$ cat config.mk
export PLATFORM = sky130hd
export DESIGN_NAME = rcs_fifo
export DESIGN_NICKNAME = d
export VERILOG_FILES = /design/src/sv/rcs_pkg.sv /design/src/sv/rcs_fifo.sv
export SDC_FILE = /design/constraint.sdc
export NUM_CORES = 1
export LEC_CHECK = 0
export BUFFER_PORTS_ARGS = -buffer_cell sky130_fd_sc_hd__buf_2
export CORE_ASPECT_RATIO = 2
export CORE_UTILIZATION = 35
export DETAILED_ROUTE_END_ITERATION = 10
export PLACE_DENSITY = 0.55
export REMOVE_ABC_BUFFERS = 1
export SKIP_LAST_GASP = 1
export SYNTH_ARGS = -nofsm -noshare
export SYNTH_HDL_FRONTEND = slang
export SYNTH_SLANG_ARGS = --single-unit
$ cat constraint.sdc
create_clock -name i_clk -period 5.55 [get_ports i_clk]
set_clock_uncertainty 0.05 [all_clocks]
set_input_delay 1.11 -clock i_clk [delete_from_list [all_inputs] [get_ports i_clk]]
set_output_delay 1.11 -clock i_clk [all_outputs]
set_load 0.05 [all_outputs]
$ cat src/sv/rcs_pkg.sv
// shared types and constants for the content-defined chunker with sketch
package rcs_pkg;

    localparam int LEN_W    = 21;
    localparam int MASK_W   = 12;
    localparam int HASH_W   = 64;
    localparam int EPOCH_W  = 32;
    localparam int CFG_IDX_W = 3;
    localparam int OUT_DEPTH = 4;
    localparam int MID_DEPTH = 4;

    localparam logic [CFG_IDX_W-1:0] CFG_MIN_BLOCK = 3'd0;
    localparam logic [CFG_IDX_W-1:0] CFG_MAX_BLOCK = 3'd1;
    localparam logic [CFG_IDX_W-1:0] CFG_HASH_MASK = 3'd2;
    localparam logic [CFG_IDX_W-1:0] CFG_BREAK_PAT = 3'd3;

    localparam logic [LEN_W-1:0]  RST_MIN_BLOCK = 21'd4096;
    localparam logic [LEN_W-1:0]  RST_MAX_BLOCK = 21'd131072;
    localparam logic [MASK_W-1:0] RST_HASH_MASK = 12'd4095;
    localparam logic [MASK_W-1:0] RST_BREAK_PAT = 12'd2;

    typedef struct packed {
        logic [HASH_W-1:0] hash;
        logic [MASK_W-1:0] masked;
        logic              start;
        logic              seg_end;
        logic              blk_end;
        logic              trailing;
        logic [LEN_W-1:0]  length;
    } t_work;

    typedef struct packed {
        logic [LEN_W-1:0]  length;
        logic [HASH_W-1:0] sketch;
        logic              trailing;
    } t_result;

    typedef struct packed {
        logic [EPOCH_W-1:0] epoch;
        logic [HASH_W-1:0]  sum;
    } t_bin_entry;

    localparam int WORK_W   = $bits(t_work);
    localparam int RESULT_W = $bits(t_result);

endpackage

$ cat src/sv/rcs_fifo.sv
// small register queue used between front and back and on the result side
module rcs_fifo
    import rcs_pkg::*;
#(
    parameter int WIDTH = 8,
    parameter int DEPTH = 4
) (
    input  logic                       i_clk,
    input  logic                       i_rst_n,
    input  logic                       i_push,
    input  logic [WIDTH-1:0]           i_data,
    output logic                       o_full,
    input  logic                       i_pop,
    output logic [WIDTH-1:0]           o_data,
    output logic                       o_empty,
    output logic [$clog2(DEPTH+1)-1:0] o_count
);
    localparam int PW = $clog2(DEPTH);
    localparam int CW = $clog2(DEPTH+1);

    logic [WIDTH-1:0] r_mem [DEPTH];
    logic [PW-1:0]    r_wr, r_rd;
    logic [CW-1:0]    r_count;
    logic             do_push, do_pop;

    assign o_full  = (r_count == CW'(DEPTH));
    assign o_empty = (r_count == '0);
    assign o_count = r_count;
    assign o_data  = r_mem[r_rd];
    assign do_push = i_push && !o_full;
    assign do_pop  = i_pop && !o_empty;

    always_ff @(posedge i_clk) begin
        if (!i_rst_n) begin
            r_wr    <= '0;
            r_rd    <= '0;
            r_count <= '0;
        end else begin
            if (do_push) begin
                r_wr <= (r_wr == PW'(DEPTH-1)) ? '0 : r_wr + 1'b1;
            end
            if (do_pop) begin
                r_rd <= (r_rd == PW'(DEPTH-1)) ? '0 : r_rd + 1'b1;
            end
            if (do_push && !do_pop) begin
                r_count <= r_count + 1'b1;
            end else if (do_pop && !do_push) begin
                r_count <= r_count - 1'b1;
            end
        end
    end

    always_ff @(posedge i_clk) begin
        if (do_push) begin
            r_mem[r_wr] <= i_data;
        end
    end

endmodule

# Word-level counts from Yosys, hierarchy flattened
# Memory sizes are Yosys's and may differ from the RTL's. A register that Yosys moved wholly into a read port is not among the register bits.
# Index checks and enable logic that the tools add are counted.
# W data, S select, Z words.
dict set report word_totals {
  n_memories 1
  ram_bits 32
  wordCells 29
  latch_bits 0
  input_bits 12
  romBits 0
  register_bits 7
  out_inout_bits 13
}
# name depth word_bits rd rd_clocked_by_memory_dff wr line_no
set memory_table {}
lappend memory_table {r_mem 4 8 1 1 1 rcs_fifo.sv:21} ;# logic [WIDTH-1:0] r_mem [DEPTH];
dict set report op_classes {
  n_div 0
  n_shift 0
  n_mux 8
  addsub 4
  magnitude_cmp 0
  n_eq_ne 3
  bitwise_logic 0
  multipliers 0
  n_reduce_logical 10
}
# cell n
set op_table {}
lappend op_table {{$mux W2} 4}
lappend op_table {{$mux W3} 2}
lappend op_table {{$add A2 B1 Y2 const B} 2}
lappend op_table {{$eq A2 B2 Y1 const B} 2}
lappend op_table {{$logic_and A1 B1 Y1} 4}
lappend op_table {{$logic_not A1 Y1} 4}
lappend op_table {{$add A3 B1 Y3 const B} 1}
lappend op_table {{$eq A3 B3 Y1 const B} 1}
lappend op_table {{$logic_not A3 Y1} 1}
lappend op_table {{$sub A3 B1 Y3 const B} 1}
lappend op_table {{$mux W1} 2}
lappend op_table {{$reduce_bool A2 Y1} 1}

# Longest topological paths before layout
dict set report depth {
  depth_word 7
  depth_mapped 9
}

# Worst setup path before layout
# Ideal clock, no wire load.
dict set report synth_path {
  path_kind {flip-flop to output port}
  startpoint {register r_count[0], in the netlist o_count[0]}
  endpoint {output port o_empty}
  arrival_ns 1.701
  stages_incl_launch_ff 2
  path_buffers 0
  setup_slack_ns 2.689
  required_time_ns 4.390
  cell_sequence {dfxtp_1 > nor3_1}
}
dict set report synth_via {
  elab_chain_cells 1
}
# item line_no
set synth_rtl {}
lappend synth_rtl {{start, declared} rcs_fifo.sv:23} ;# logic [CW-1:0] r_count;
lappend synth_rtl {{start signal, assigned} rcs_fifo.sv:46} ;# r_count <= r_count + 1'b1;
lappend synth_rtl {{start signal, assigned} rcs_fifo.sv:48} ;# r_count <= r_count - 1'b1;
lappend synth_rtl {{$logic_not A3 Y1} rcs_fifo.sv:27} ;# assign o_empty = (r_count == '0);
lappend synth_rtl {{end, declared} rcs_fifo.sv:15} ;# output logic o_empty,
# No other way between the ends.

==> flow_metrics.py <==
metrics = {
    "final_layout": {
        "finalNonFillerCells": 175,
        "nets": 139,
        "n_antenna_cell": 0,
        "fillCellCount": 427,
        "layout_common_cells": "edfxtp_1 (32), buf_2 (24), dfxtp_1 (9)",
        "mostFrequentLayoutCell": "edfxtp_1",
        "drive_gt1_share_pct": 33.88,
        "syn2layout_area_growth_pct": 18.65,
        "fin_area_mm2": 0.001934,
    },
    "route": {
        "final_antenna_net_count": 0,
        "drcViolationCount": 0,
        "first_pass_iters": 3,
        "via_count": 831,
        "first_iter_violations": 14,
        "post_drt_via_cell_ratio": 4.749,
        "wirelength_um": 2419,
        "post_drt_wl_per_cell_um": 13.82,
    },
    "global_routing": {
        "grt_pass1_wl_um": 3933,
        "antenna_found_initial": 0,
        "overflow": 0,
        "grt_util_all_layers_pct": 11.09,
        "grt_max_degree": 14,
        "first_global_vias": 905,
    },
    "synth": {
        "synth_adder_area_share_pct": 5.833,
        "ys_seq_area_share_pct": 69.99,
        "synth_compound_area_share_pct": 1.842,
        "synth_cell_types": 23,
        "ys_ff_latch": 41,
        "synth_area_mm2": 0.001630,
        "synth-xor-area-share_pct": 1.074,
        "postSynthAreaPerCell_um2": 17.53,
        "synth_mux_area_share_pct": 12.89,
        "synth_top_family_by_area": "multiplexers",
        "netlist_instances": 93,
        "synthSimpleGateAreaFrac_pct": 6.600,
        "synth_warnings": 0,
    },
    "floorplanning": {
        "core_area_mm2": 0.004424,
        "ioPinCount": 25,
        "initial_core_util_pct": 36.85,
        "die_h_um": 98.52,
        "num_rows": 34,
        "die_w_um": 50.26,
        "die_area_mm2": 0.004952,
    },
    "clock_tree": {
        "cts_buffers": 5,
        "postCtsSetupBuffers": 0,
        "insertion_delay_ns": 0.28,
        "cts_hold_buf": 0,
        "cts_tree": "yes",
        "clock_path_buffers": 2,
        "cts_max_level": 2,
        "clk_pin_slew_ns": 0.07,
        "cts_sinks": 41,
        "cts_resized": 0,
        "root_buffer": "clkbuf_8",
    },
    "critical_path": {
        "slowest_stage": "dfxtp_1",
        "crit_path_end_kind": "primary output",
        "r2r_cells": 8,
        "r2r_start": "o_count[0]",
        "crit_type": "reg -> out",
        "cp.arrival_ns": 1.76,
        "crit_required_ns": 4.39,
        "cpPeakStageDelay_ns": 0.67,
        "cp_cell_sequence": "mux4_2, buf_2",
        "worstReg2RegEnd": "o_count[2]",
        "r2r_setup_slack_ns": 3.16,
        "worst_setup_path_start_kind": "flop",
        "cp_max_fo": 8,
    },
    "placement": {
        "placedCellCount": 167,
        "place_congestion": 0.6737,
        "port_buffers": 24,
        "dpl_cell_area_mm2": 0.001800,
    },
    "power_and_ir_drop": {
        "vdd_drop_max_v": 0.0002968,
        "internal_power_w": 0.0006654,
        "p_comb_share_pct": 32.0,
        "p_sw_share_pct": 34.68,
        "p_sw_w": 0.0003534,
        "p_seq_share_pct": 41.3,
        "clockPowerShare_pct": 26.7,
        "p_per_area_mw_per_mm2": 526.7,
        "total_power_w": 0.001019,
        "p_leak_nw": 0.7148,
    },
    "timing": {
        "relSlewSlack_pct": 63.10,
        "period_share_pct": 52.64,
        "report.final.slew_viol_count": 0,
        "fin_tns_setup_ns": 0,
        "rsz0062_at_grt": "no",
        "finalSetupViolCount": 0,
        "hold_viol_final": 0,
        "whs_ns": 0.4694,
        "min_period_ns": 2.921,
        "fmax_ghz": 0.3423,
        "worst_pin_slew_ns": 0.5528,
    },
    "job": {
        "maxCapViolations": 0,
    },
    "worst_hold_path": {
        "min_to": "r_wr[1]",
        "min_from": "r_wr[1]",
        "hold_class": "reg -> reg",
        "worstHoldPathCells": 2,
    },
    "run_status": {
        "status": "complete, no violations",
    },
}
-- logic make-up (layout without fill, tap and decap cells) --
group           after synthesis  in the layout
simple gates                 20             20
flops                        41             41
xor+xnor                      2              2
compound gates                5              5
fa+ha+maj                     7              7
mux                          11             11
buf+inv                       7             35
-- final cells by class --
cell class	count	area, µm²	area share [%]
clock inverters	3	65.06	3.364
multi-input cells	45	460.4	23.80
repair buffers	24	120.1	6.210
well taps	54	67.56	3.493
clock buffers	5	68.82	3.558
flip-flops and latches	41	1141	58.99
inverters	3	11.26	0.5821
-- synth_stat cells --
library cell   n  area share [%]
inv_1          3            0.69
fa_1           1             1.2
or3_1          1            0.38
nand3_1        2            0.61
dfxtp_1        9              11
nand2_1        6             1.4
and2_1         5             1.9
a21boi_0       1            0.46
clkbuf_1       1            0.23
o21ai_0        3            0.92
edfxtp_1      32              59
buf_2          2            0.61
o31ai_1        1            0.46
xor2_1         1            0.54
mux4_2         8              11
nor3b_2        1            0.77
ha_1           6             4.6
nor2_1         2            0.46
mux2i_1        3             1.8
nor2b_1        2            0.77
nor3_1         1            0.31
buf_1          1            0.23
xnor2_1        1            0.54
-- worst max path at each step --
stage	startpoint	endpoint	slack, ns	cells past startpoint
final	flop	o_data[1]	2.63	2
after global routing	flop	o_data[1]	2.50	2
after CTS	flop	o_data[1]	2.56	2
after detailed placement	i_push	o_count[2]	2.52	8
after global placement	i_push	o_count[2]	2.60	8
after floorplan	o_count[0]	o_empty	2.69	1
-- routing by layer --
metal  vias to the layer above  GRT usage, %  part of all wire (%)
met3                         6         2.778                   5.1
li1                        399             -                     -
met4                         0         7.473                   2.6
met2                        27         20.41                    57
met5                         -             0                     0
met1                       399         10.01                    36
-- power groups by stage --
stage	Combinational, W	Sequential, W	Clock, W
final	0.000326	0.000421	0.000272
after global placement	0.000324	0.000426	0
after CTS	0.000330	0.000423	0.000278
after global routing	0.000351	0.000429	0.000289
after detailed placement	0.000330	0.000430	0
after floorplan	0.000241	0.000442	0
-- state kept, by name (all words and copies together), names as in the netlist, named ones only --
register	cells
r_mem	32
r_wr	2
r_rd	2
o_count	3
-- per-stage QoR --
step           worst slack, ns  utilization [%]
4_1_cts                  2.564            43.72
5_1_grt                  2.499            43.72
6_report                 2.629            43.72
3_3_place_gp             2.596            40.70
2_1_floorplan            2.689                -
3_5_place_dp             2.520            40.70
-- critical path: cells and delay by family, from the launching register on --
| family | cells | cell delay [ns] |
|---|---|---|
| muxes | 1 | 0.58 |
| DFF | 1 | 0.67 |
| buffers and inverters | 1 | 0.23 |
Power figures use the tool's default switching activity.
