--- src/sv/rcs_pkg.sv ---
// shared types and constants for the content-defined chunker with sketch
package rcs_pkg;

    localparam int LEN_W    = 21;
    localparam int MASK_W   = 12;
    localparam int HASH_W   = 64;
    localparam int EPOCH_W  = 32;
    localparam int CFG_IDX_W = 3;
    localparam int OUT_DEPTH = 4;
    localparam int MID_DEPTH = 4;

    localparam logic [CFG_IDX_W-1:0] CFG_MIN_BLOCK = 3'd0;
    localparam logic [CFG_IDX_W-1:0] CFG_MAX_BLOCK = 3'd1;
    localparam logic [CFG_IDX_W-1:0] CFG_HASH_MASK = 3'd2;
    localparam logic [CFG_IDX_W-1:0] CFG_BREAK_PAT = 3'd3;

    localparam logic [LEN_W-1:0]  RST_MIN_BLOCK = 21'd4096;
    localparam logic [LEN_W-1:0]  RST_MAX_BLOCK = 21'd131072;
    localparam logic [MASK_W-1:0] RST_HASH_MASK = 12'd4095;
    localparam logic [MASK_W-1:0] RST_BREAK_PAT = 12'd2;

    typedef struct packed {
        logic [HASH_W-1:0] hash;
        logic [MASK_W-1:0] masked;
        logic              start;
        logic              seg_end;
        logic              blk_end;
        logic              trailing;
        logic [LEN_W-1:0]  length;
    } t_work;

    typedef struct packed {
        logic [LEN_W-1:0]  length;
        logic [HASH_W-1:0] sketch;
        logic              trailing;
    } t_result;

    typedef struct packed {
        logic [EPOCH_W-1:0] epoch;
        logic [HASH_W-1:0]  sum;
    } t_bin_entry;

    localparam int WORK_W   = $bits(t_work);
    localparam int RESULT_W = $bits(t_result);

endpackage

--- src/sv/rcs_front.sv ---
// front: rolling hash, length and segment counting, boundary classification
module rcs_front
    import rcs_pkg::*;
#(
    parameter int WINDOW_BYTES  = 32,
    parameter int SEGMENT_BYTES = 1024
) (
    input  logic                 i_clk,
    input  logic                 i_rst_n,
    input  logic                 i_cfg_we,
    input  logic [CFG_IDX_W-1:0] i_cfg_index,
    input  logic [LEN_W-1:0]     i_cfg_wdata,
    input  logic                 i_accept,
    input  logic [7:0]           i_data_byte,
    input  logic                 i_chunk_start,
    input  logic                 i_chunk_end,
    output t_work                o_work
);
    localparam int SW = $clog2(WINDOW_BYTES);
    localparam int GW = $clog2(SEGMENT_BYTES);

    logic [LEN_W-1:0]  r_min, r_max;
    logic [MASK_W-1:0] r_mask, r_pat;
    logic [7:0]        r_win [WINDOW_BYTES];
    logic [SW-1:0]     r_slot, n_slot;
    logic [HASH_W-1:0] r_hash;
    logic [LEN_W-1:0]  r_blk, n_blk;
    logic [GW-1:0]     r_seg, n_seg;

    logic [HASH_W-1:0] hash_base, hash;
    logic [LEN_W-1:0]  blk_base, blk;
    logic [GW-1:0]     seg_base;
    logic [7:0]        leaving;
    logic [MASK_W-1:0] masked;
    logic              seg_end, boundary, emit;

    always_comb begin
        hash_base = i_chunk_start ? '0 : r_hash;
        blk_base  = i_chunk_start ? '0 : r_blk;
        seg_base  = i_chunk_start ? '0 : r_seg;
        leaving   = r_win[r_slot];
        hash      = (hash_base << 1) + HASH_W'(i_data_byte)
                  - (HASH_W'(leaving) << WINDOW_BYTES);
        masked    = hash[MASK_W-1:0] & r_mask;
        blk       = blk_base + 1'b1;
        seg_end   = (seg_base == GW'(SEGMENT_BYTES-1));
        boundary  = (blk >= r_min) && ((masked == r_pat) || (blk >= r_max));
        emit      = boundary || i_chunk_end;
        n_slot    = (r_slot == SW'(WINDOW_BYTES-1)) ? '0 : r_slot + 1'b1;
        n_seg     = (seg_end || emit) ? '0 : seg_base + 1'b1;
        n_blk     = emit ? '0 : blk;

        o_work.hash     = hash;
        o_work.masked   = masked;
        o_work.start    = i_chunk_start;
        o_work.seg_end  = seg_end;
        o_work.blk_end  = emit;
        o_work.trailing = !boundary;
        o_work.length   = blk;
    end

    always_ff @(posedge i_clk) begin
        if (!i_rst_n) begin
            r_min  <= RST_MIN_BLOCK;
            r_max  <= RST_MAX_BLOCK;
            r_mask <= RST_HASH_MASK;
            r_pat  <= RST_BREAK_PAT;
            r_slot <= '0;
            r_hash <= '0;
            r_blk  <= '0;
            r_seg  <= '0;
            for (int i = 0; i < WINDOW_BYTES; i++) begin
                r_win[i] <= '0;
            end
        end else begin
            if (i_cfg_we) begin
                case (i_cfg_index)
                    CFG_MIN_BLOCK: r_min  <= i_cfg_wdata;
                    CFG_MAX_BLOCK: r_max  <= i_cfg_wdata;
                    CFG_HASH_MASK: r_mask <= i_cfg_wdata[MASK_W-1:0];
                    CFG_BREAK_PAT: r_pat  <= i_cfg_wdata[MASK_W-1:0];
                    default: ;
                endcase
            end
            if (i_accept) begin
                r_win[r_slot] <= i_data_byte;
                r_slot        <= n_slot;
                r_hash        <= hash;
                r_blk         <= n_blk;
                r_seg         <= n_seg;
            end
        end
    end

endmodule

--- config.mk ---
export PLATFORM = sky130hd
export DESIGN_NAME = rcs_front
export DESIGN_NICKNAME = d
export VERILOG_FILES = /design/src/sv/rcs_pkg.sv /design/src/sv/rcs_front.sv
export SDC_FILE = /design/constraint.sdc
export NUM_CORES = 1
export LEC_CHECK = 0
export ABC_AREA = 1
export BUFFER_PORTS_ARGS = -buffer_cell sky130_fd_sc_hd__buf_4
export CAP_MARGIN = 20
export CORE_MARGIN = 2
export CORE_UTILIZATION = 55
export DETAILED_ROUTE_END_ITERATION = 12
export HOLD_SLACK_MARGIN = 0.03
export PLACE_DENSITY = 0.73
export SLEW_MARGIN = 20
export SYNTH_ARGS = -nofsm -noshare
export SYNTH_HDL_FRONTEND = slang
export SYNTH_SLANG_ARGS = --single-unit
--- constraint.sdc ---
create_clock -name i_clk -period 5.11 [get_ports i_clk]
set_clock_uncertainty 0.2 [all_clocks]
set_input_delay 0.2555 -clock i_clk [delete_from_list [all_inputs] [get_ports i_clk]]
set_output_delay 0.2555 -clock i_clk [all_outputs]
set_load 0.1 [all_outputs]
Word level (Yosys, flattened, before mapping)
Memory sizes are Yosys's and may differ from the RTL's. A register that Yosys moved wholly into a read port is not among the register bits.
Index checks and enable logic that the tools add are counted.
{ "classes": {"addsub": 5, "multipliers": 0, "div_mod_pow": 0, "n_lt_le_gt_ge": 2, "eq_ne": 6, "n_shift": 0, "n_mux": 15, "n_bitwise": 1, "n_reduce_logical": 11} }
{ "ops": {"columns": ["operator", "count"], "rows": [
  ["$add 64x8->64", 1],
  ["$sub 64x40->64", 1],
  ["$mux 63", 1],
  ["$ge 21x21->1", 2],
  ["$mux 21", 2],
  ["$add 21x1->21 const B", 1],
  ["$mux 10", 2],
  ["$mux 5", 4],
  ["$and 12x12->12", 1],
  ["$eq 12x12->1", 1],
  ["$add 10x1->10 const B", 1],
  ["$eq 10x10->1 const B", 1],
  ["$mux 8", 1],
  ["$reduce_and 2->1", 4],
  ["$reduce_or 8->1", 1],
  ["$eq 3x2->1 const B", 2],
  ["$add 5x1->5 const B", 1],
  ["$eq 5x5->1 const B", 1],
  ["$mux 1", 5],
  ["$eq 3x1->1 const B", 1],
  ["$logic_not 3->1", 1],
  ["$logic_or 1x1->1", 3],
  ["$logic_and 1x1->1", 1],
  ["$logic_not 1->1", 1]
]} }
{ "word_totals": {"regBits": 165, "latch_bits": 0, "ram_bits": 256, "rom_bits": 0, "inputBits": 38, "out_inout_bits": 101, "memories": 1} }
{ "memory_table": {"columns": ["memory", "words", "width", "read_ports", "rd_ports_with_merged_regs", "wr", "line_no", "text"], "rows": [
  ["r_win", 32, 8, 1, 1, 32, "rcs_front.sv:24", "logic [7:0] r_win [WINDOW_BYTES];"]
]} }

Longest topological paths before layout
Gate-level depths: netlist of run 1.
{ "logic_depth": {"word_depth": 10, "mapped_depth": 28, "depth_no_buf": 23} }

Worst setup path after synthesis of run 1
Ideal clock, no wire load.
{ "synth_path": {"path_kind": "input to output", "start": "input port i_chunk_start", "end": "output port o_work[22] in the netlist's numbering", "arrival_time_ps": 5327, "required_ps": 4655, "path_slack_ps": -673, "cell_stages": 23, "path_buffers": 5, "path_cell_list": "inv_2 buf_6 clkbuf_1 clkbuf_1 nand2_1 ha_1 inv_1 fa_1 xnor2_1 nor2_1 nand2_1 nand2_1 nor2_1 nand2_1 nor2_1 nand3_1 nor2_1 nand2_1 nand2_2 nand2_4 buf_8 nand2_1 buf_4"} }
{ "synth_lines": {"columns": ["item", "line_no", "text"], "rows": [
  ["start, declared", "rcs_front.sv:15", "input logic i_chunk_start,"],
  ["end, declared", "rcs_front.sv:17", "output t_work o_work"]
]} }

==> results.json, run 1 <==
{
  "filler_cell_count": 3697,
  "row_count": 77,
  "syn2layout_area_growth_pct": 18.0,
  "instances_no_fill": 3944,
  "die_width_um": 216,
  "fin_util_pct": 65.8,
  "ioPinCount": 139,
  "ys_seq_area_share_pct": 44.9,
  "h-tree-depth": 2,
  "rsz0062_at_grt": "true",
  "synthesis.area_per_instance_um2": 7.76,
  "clock_sinks": 426,
  "io_buffers": 138,
  "worstPathRequired_ns": 4.65,
  "r2r-end": "r_hash[42]",
  "min_path_type": "input pin to register",
  "cts_buffers": 47,
  "totalWireLength_um": 76900,
  "holdPathEnd": "r_blk[8]",
  "drive_above_1_share_pct": 12.5,
  "clk_path_buf_depth": 3,
  "syn-cell-area_um2": 24700,
  "cts.clk_slew.worst_paths_ns": 0.06,
  "worst_hold_path.num_cells": 6,
  "cts_tree": "done",
  "rr_worst_depth": 19,
  "synth_edf_count": 256,
  "power_density_nw_per_um2": 468,
  "arrival_ns": 4.56,
  "num_antenna_cells": 0,
  "worst_pin_slew_ns": 1.21,
  "maxSlewHeadroom_pct": 18.7,
  "hpwl_um": 53900,
  "grtUsageTotal_pct": 32.0,
  "layout.area.seq_um2": 11100,
  "syn_inst": 3183,
  "synth_seq_cells": 426,
  "setup_tns_ns": 0,
  "drcViolationCount": 0,
  "viasPerCell": 5.84,
  "via_count": 23030,
  "fin_crit_ns": 5.02,
  "drv_slew": 0,
  "r2r_slack_ns": 0.82,
  "detail_route.wl_per_cell_um": 19.5,
  "hold_slack_ns": 0.160,
  "place.gp.congestion": 1.03,
  "dieArea_um2": 46600,
  "cap_violations": 0,
  "multi_input_area_um2": 11900,
  "layout_common_cells": "nor2_1, nand2_1, inv_1",
  "grt_max_degree": 89,
  "p_leak_uw": 0.0129,
  "holdCritStartpoint": "i_chunk_start",
  "fp.coreArea_um2": 44300,
  "critPathCaptureType": "output pin",
  "finalCritPeriodShare_pct": 98.2,
  "grt_remaining_overflow": 0,
  "firstDrtPassIters": 6,
  "drt_iter0_drc": 2547,
  "crit_fanout": 11,
  "grt_pass1_wl_um": 117000,
  "drtAntennaViolNets": 0,
  "mostFrequentLayoutCell": "nor2_1",
  "fmax_mhz": 199,
  "initial_core_util_pct": 55.7,
  "nNetsFinal": 3480,
  "antenna_found_initial": 0,
  "grt_pass1_vias": 21555,
  "vdd_drop_max_mv": 0.624,
  "yosys_warnings": 0,
  "ys_dominant_reg_cell": "edfxtp_1",
  "final-hold-violation-count": 0,
  "clock-root-buffer": "clkbuf_16",
  "insertion_delay_ns": 0.63,
  "synthArstFlopShare_pct": 0,
  "die_h_um": 216,
  "synth.distinct_cells": 56,
  "start_kind": "register",
  "dp_cells": 3804,
  "path_class": "register to output pin",
  "setup_viol": 0,
  "outcome": "finished, final reports clean",
  "synthesis.nets": 3347
}
cell type report:
| type | instances | area share [%] |
|---|---|---|
| clock buffers | 64 | 4.60 |
| clock inverters | 21 | 0.867 |
| inverters | 423 | 5.49 |
| multi-input cells | 2183 | 40.9 |
| flip-flops and latches | 426 | 38.1 |
| well taps | 592 | 2.54 |
| repair buffers | 235 | 7.54 |
synthesized netlist by cell type, types with 5 or more instances:
cell type	instances	area (um2)
a21o_1	8	60.1
a21oi_1	232	1160
a31oi_1	20	125
buf_1	7	26.3
buf_2	10	50.1
buf_4	6	45.0
clkbuf_1	122	458
dfxtp_1	170	3400
edfxtp_1	256	7690
ha_1	125	1560
inv_1	417	1570
inv_2	6	22.5
nand2_1	421	1580
nand2_2	26	163
nand3_1	103	515
nand4_1	48	300
nor2_1	648	2430
nor3_1	32	160
nor4_1	5	31.3
o211ai_1	9	67.6
o21ai_0	311	1560
o21bai_1	7	52.6
o221ai_1	40	350
o22ai_1	25	156
xnor2_1	16	140
xor2_1	49	429
registers in the layout, indices dropped and copies added (netlist names), named ones only:
| register | count |
|---|---|
| r_win | 256 |
| r_hash | 63 |
| r_blk | 21 |
| r_max | 21 |
| r_min | 21 |
| r_mask | 12 |
| r_pat | 12 |
| r_seg | 10 |
| r_slot | 5 |
logic make-up (layout without fill, tap and decap cells):
logic type      Yosys count  count (layout)  share of synthesized area (%)
simple gates           1310            1310                           22.0
compound gates          681             681                           15.2
buf+inv                 574             743                           9.09
flops                   426             426                           44.9
fa+ha+maj               126             126                           6.41
xor+xnor                 66              66                           2.37
metrics by stage:
| stage | worst slack, ns | instance area (um2) | total power, uW |
|---|---|---|---|
| finish | 0.0933 | 29100 | 13600 |
| global route | -0.103 | 29100 | 14100 |
| CTS | 0.00186 | 28500 | 13300 |
| detailed placement | 0.333 | 26400 | 9750 |
| global placement | 0.387 | 26400 | 9720 |
| floorplan | -0.278 | 24900 | 8350 |
power breakdown:
group	switching [uW]	internal, uW	total, uW
clock	1470	2050	3520
sequential	83.8	3820	3900
combinational	4720	1510	6220
total	6270	7370	13600
critical path, stage by stage, from the launching register on:
cell	delay (ns)
dfxtp_4	0.41
buf_12	0.17
buf_4	0.16
o21ai_0	0.31
o221ai_2	0.18
a31oi_1	0.30
a32o_1	0.19
ha_1	0.24
ha_2	0.34
nand2_1	0.08
nand2_1	0.09
a31oi_1	0.25
o21ai_0	0.11
a21oi_1	0.17
nand3_2	0.19
a21o_1	0.25
or2_1	0.24
nand2_2	0.09
buf_12	0.17
worst max-delay path by stage:
| stage | slack [ns] | start | endpoint | cells past startpoint |
|---|---|---|---|---|
| floorplan | -0.28 | i_chunk_start | o_work[22] | 22 |
| global placement | 0.39 | register | o_work[89] | 18 |
| detailed placement | 0.33 | register | o_work[87] | 17 |
| CTS | 0.002 | register | o_work[87] | 17 |
| global route | -0.10 | register | o_work[93] | 18 |
| finish | 0.09 | register | o_work[89] | 18 |
routing by layer:
metal | vias up | track usage [%] | share of wire, %
li1 | 10843 | - | -
met1 | 10818 | 40.7 | 39
met2 | 1164 | 54.0 | 48
met3 | 205 | 5.36 | 8.5
met4 | 0 | 13.2 | 4.4
met5 | - | 0 | 0
what timing repair did:
item	in CTS	in global routing
gates cloned	0	5
gates resized for setup	37	92
setup endpoints to repair	25	32
pin swaps	1	24
hold endpoints to repair	84	0
setup buffers	3	10
hold buffers	37	0
No activity file was read; power rests on OpenSTA's default activity.
==> run 2: changes to the inputs <==
- CORE_UTILIZATION: 55 -> 35
- PLACE_DENSITY: 0.73 -> not set
==> results.json, run 2 (synthesis gave the netlist of run 1 again) <==
{
  "path_class": "register to output pin",
  "ioPinCount": 139,
  "die_h_um": 270,
  "detail_route.wl_per_cell_um": 18.6,
  "viasPerCell": 5.19,
  "num_antenna_cells": 0,
  "drive_above_1_share_pct": 12.2,
  "met2_length_um": 36400,
  "cap_violations": 0,
  "h-tree-depth": 2,
  "via_count": 22321,
  "firstDrtPassIters": 6,
  "dieArea_um2": 72700,
  "row_count": 97,
  "worstPathRequired_ns": 4.65,
  "grtUsageTotal_pct": 21.0,
  "drcViolationCount": 0,
  "final-hold-violation-count": 0,
  "met3_length_um": 6460,
  "insertion_delay_ns": 0.60,
  "reg.largest.list": "r_win: 256 flops, r_hash: 63 flops",
  "fin_crit_ns": 4.99,
  "crit_fanout": 18,
  "rsz0062_at_grt": "true",
  "outcome": "finished, final reports clean",
  "mostFrequentLayoutCell": "nor2_1",
  "cts.clk_slew.worst_paths_ns": 0.06,
  "routed.top_layer": "met4",
  "arrival_ns": 4.54,
  "cts_buffers": 48,
  "layout_common_cells": "nor2_1, nand2_1, inv_1",
  "fp.coreArea_um2": 69900,
  "grt_remaining_overflow": 0,
  "p_leak_uw": 0.0129,
  "drt_iter0_drc": 2332,
  "fin_util_pct": 42.3,
  "power_density_nw_per_um2": 460,
  "max_flop_register": "r_win",
  "largest_reg_flops": 256,
  "worst_pin_slew_ns": 0.985,
  "place.gp.congestion": 0.945,
  "clk_path_buf_depth": 3,
  "drv_slew": 0,
  "grt_pass1_vias": 21130,
  "antenna_found_initial": 0,
  "setup_viol": 0,
  "fmax_mhz": 200,
  "min_path_type": "input pin to register",
  "syn2layout_area_growth_pct": 19.7,
  "maxSlewHeadroom_pct": 34.1,
  "clock-root-buffer": "clkbuf_16",
  "p_total_uw": 13600,
  "drt-met1-wl_um": 35200,
  "grt_max_degree": 65,
  "cts_tree": "done",
  "io_buffers": 138,
  "nNetsFinal": 3487,
  "drtAntennaViolNets": 0,
  "totalWireLength_um": 80000,
  "die_width_um": 270,
  "clock_sinks": 426,
  "start_kind": "register",
  "critPathCaptureType": "output pin",
  "finalCritPeriodShare_pct": 97.7,
  "initial_core_util_pct": 35.3,
  "grt_pass1_wl_um": 121000,
  "vdd_drop_max_mv": 0.539,
  "hpwl_um": 55300
}
run 2: cell count changes in the layout (fill, tap and decap cells not counted), moves of 4 or more:
cell | previous run | this run
clkinv_2 | 12 | 6
clkinv_1 | 1 | 9
clkbuf_8 | 8 | 2
nand3_2 | 12 | 8
nand3_1 | 93 | 97
clkbuf_1 | 8 | 14
buf_4 | 164 | 169
dlygate4sd3_1 | 37 | 32
run 2: worst paths after layout:
path | startpoint | end | slack (ns) | cells after the start
max | register | o_work[91] | 0.12 | 18
min | i_chunk_end | r_blk[13] | 0.03 | 4
max reg2reg | register | r_hash[54] | 0.86 | 20
min reg2reg | r_min[18] | r_min[18] | 0.26 | 2
run 2: cell type report:
| type | instances | area [um2] |
|---|---|---|
| Fill cell | 7129 | 40300 |
| Multi-Input combinational cell | 2183 | 11800 |
| Sequential cell | 426 | 11100 |
| Timing Repair Buffer | 241 | 2320 |
| Inverter | 423 | 1600 |
| Clock buffer | 66 | 1330 |
| Tap cell | 940 | 1180 |
| Clock inverter | 23 | 220 |
run 2: power breakdown:
group          leakage (uW)  internal (uW)  switching (uW)
Clock              0.000754           1990            1480
Combinational       0.00815           1490            4740
Sequential          0.00404           3820            71.6
run 2: metrics by stage:
stage / setup slack, ns / area (um2) / TNS (ns) / hold WS (ns) / cells
final: 0.117 / 29600 / 0 / 0.0338 / 4302
after global routing: -0.0590 / 29600 / -0.114 / 0.0761 / 4302
after CTS: 0.00570 / 29000 / 0 / 0.0579 / 4286
after detailed placement: 0.481 / 26900 / 0 / 0.254 / 4158
after global placement: 0.500 / 26900 / 0 / 0.248 / 4158
after floorplan: -0.278 / 24900 / -0.278 / 0.182 / 3183
run 2: repair_timing:
action / in CTS / in global routing
resized for setup: 26 / 91
gates cloned: 2 / 7
setup endpoints to repair: 17 / 25
buffers inserted: 5 / 7
hold buffers: 32 / 0
pin swaps: 1 / 27
hold endpoints to repair: 70 / 0
run 2: worst max-delay path, stage by stage, from the launching register on:
cell and delay (ns):
dfxtp_2 0.35, inv_2 0.13, bufbuf_16 0.31, o21ai_0 0.13
o221ai_1 0.25, nand3_1 0.17, a32o_1 0.31, ha_1 0.32
ha_2 0.39, nand2_1 0.12, nor2_1 0.13, inv_2 0.09
nor4_4 0.28, nand2_1 0.15, nand3_4 0.15, nand3_1 0.09
nand2_1 0.11, xor2_2 0.23, buf_12 0.21
run 2: routing by layer:
metal / GRT usage, % / up-vias
met1: 28.7 / 10479
met3: 3.99 / 119
met2: 33.8 / 846
met5: 0 / -
met4: 5.95 / 0
li1: - / 10877
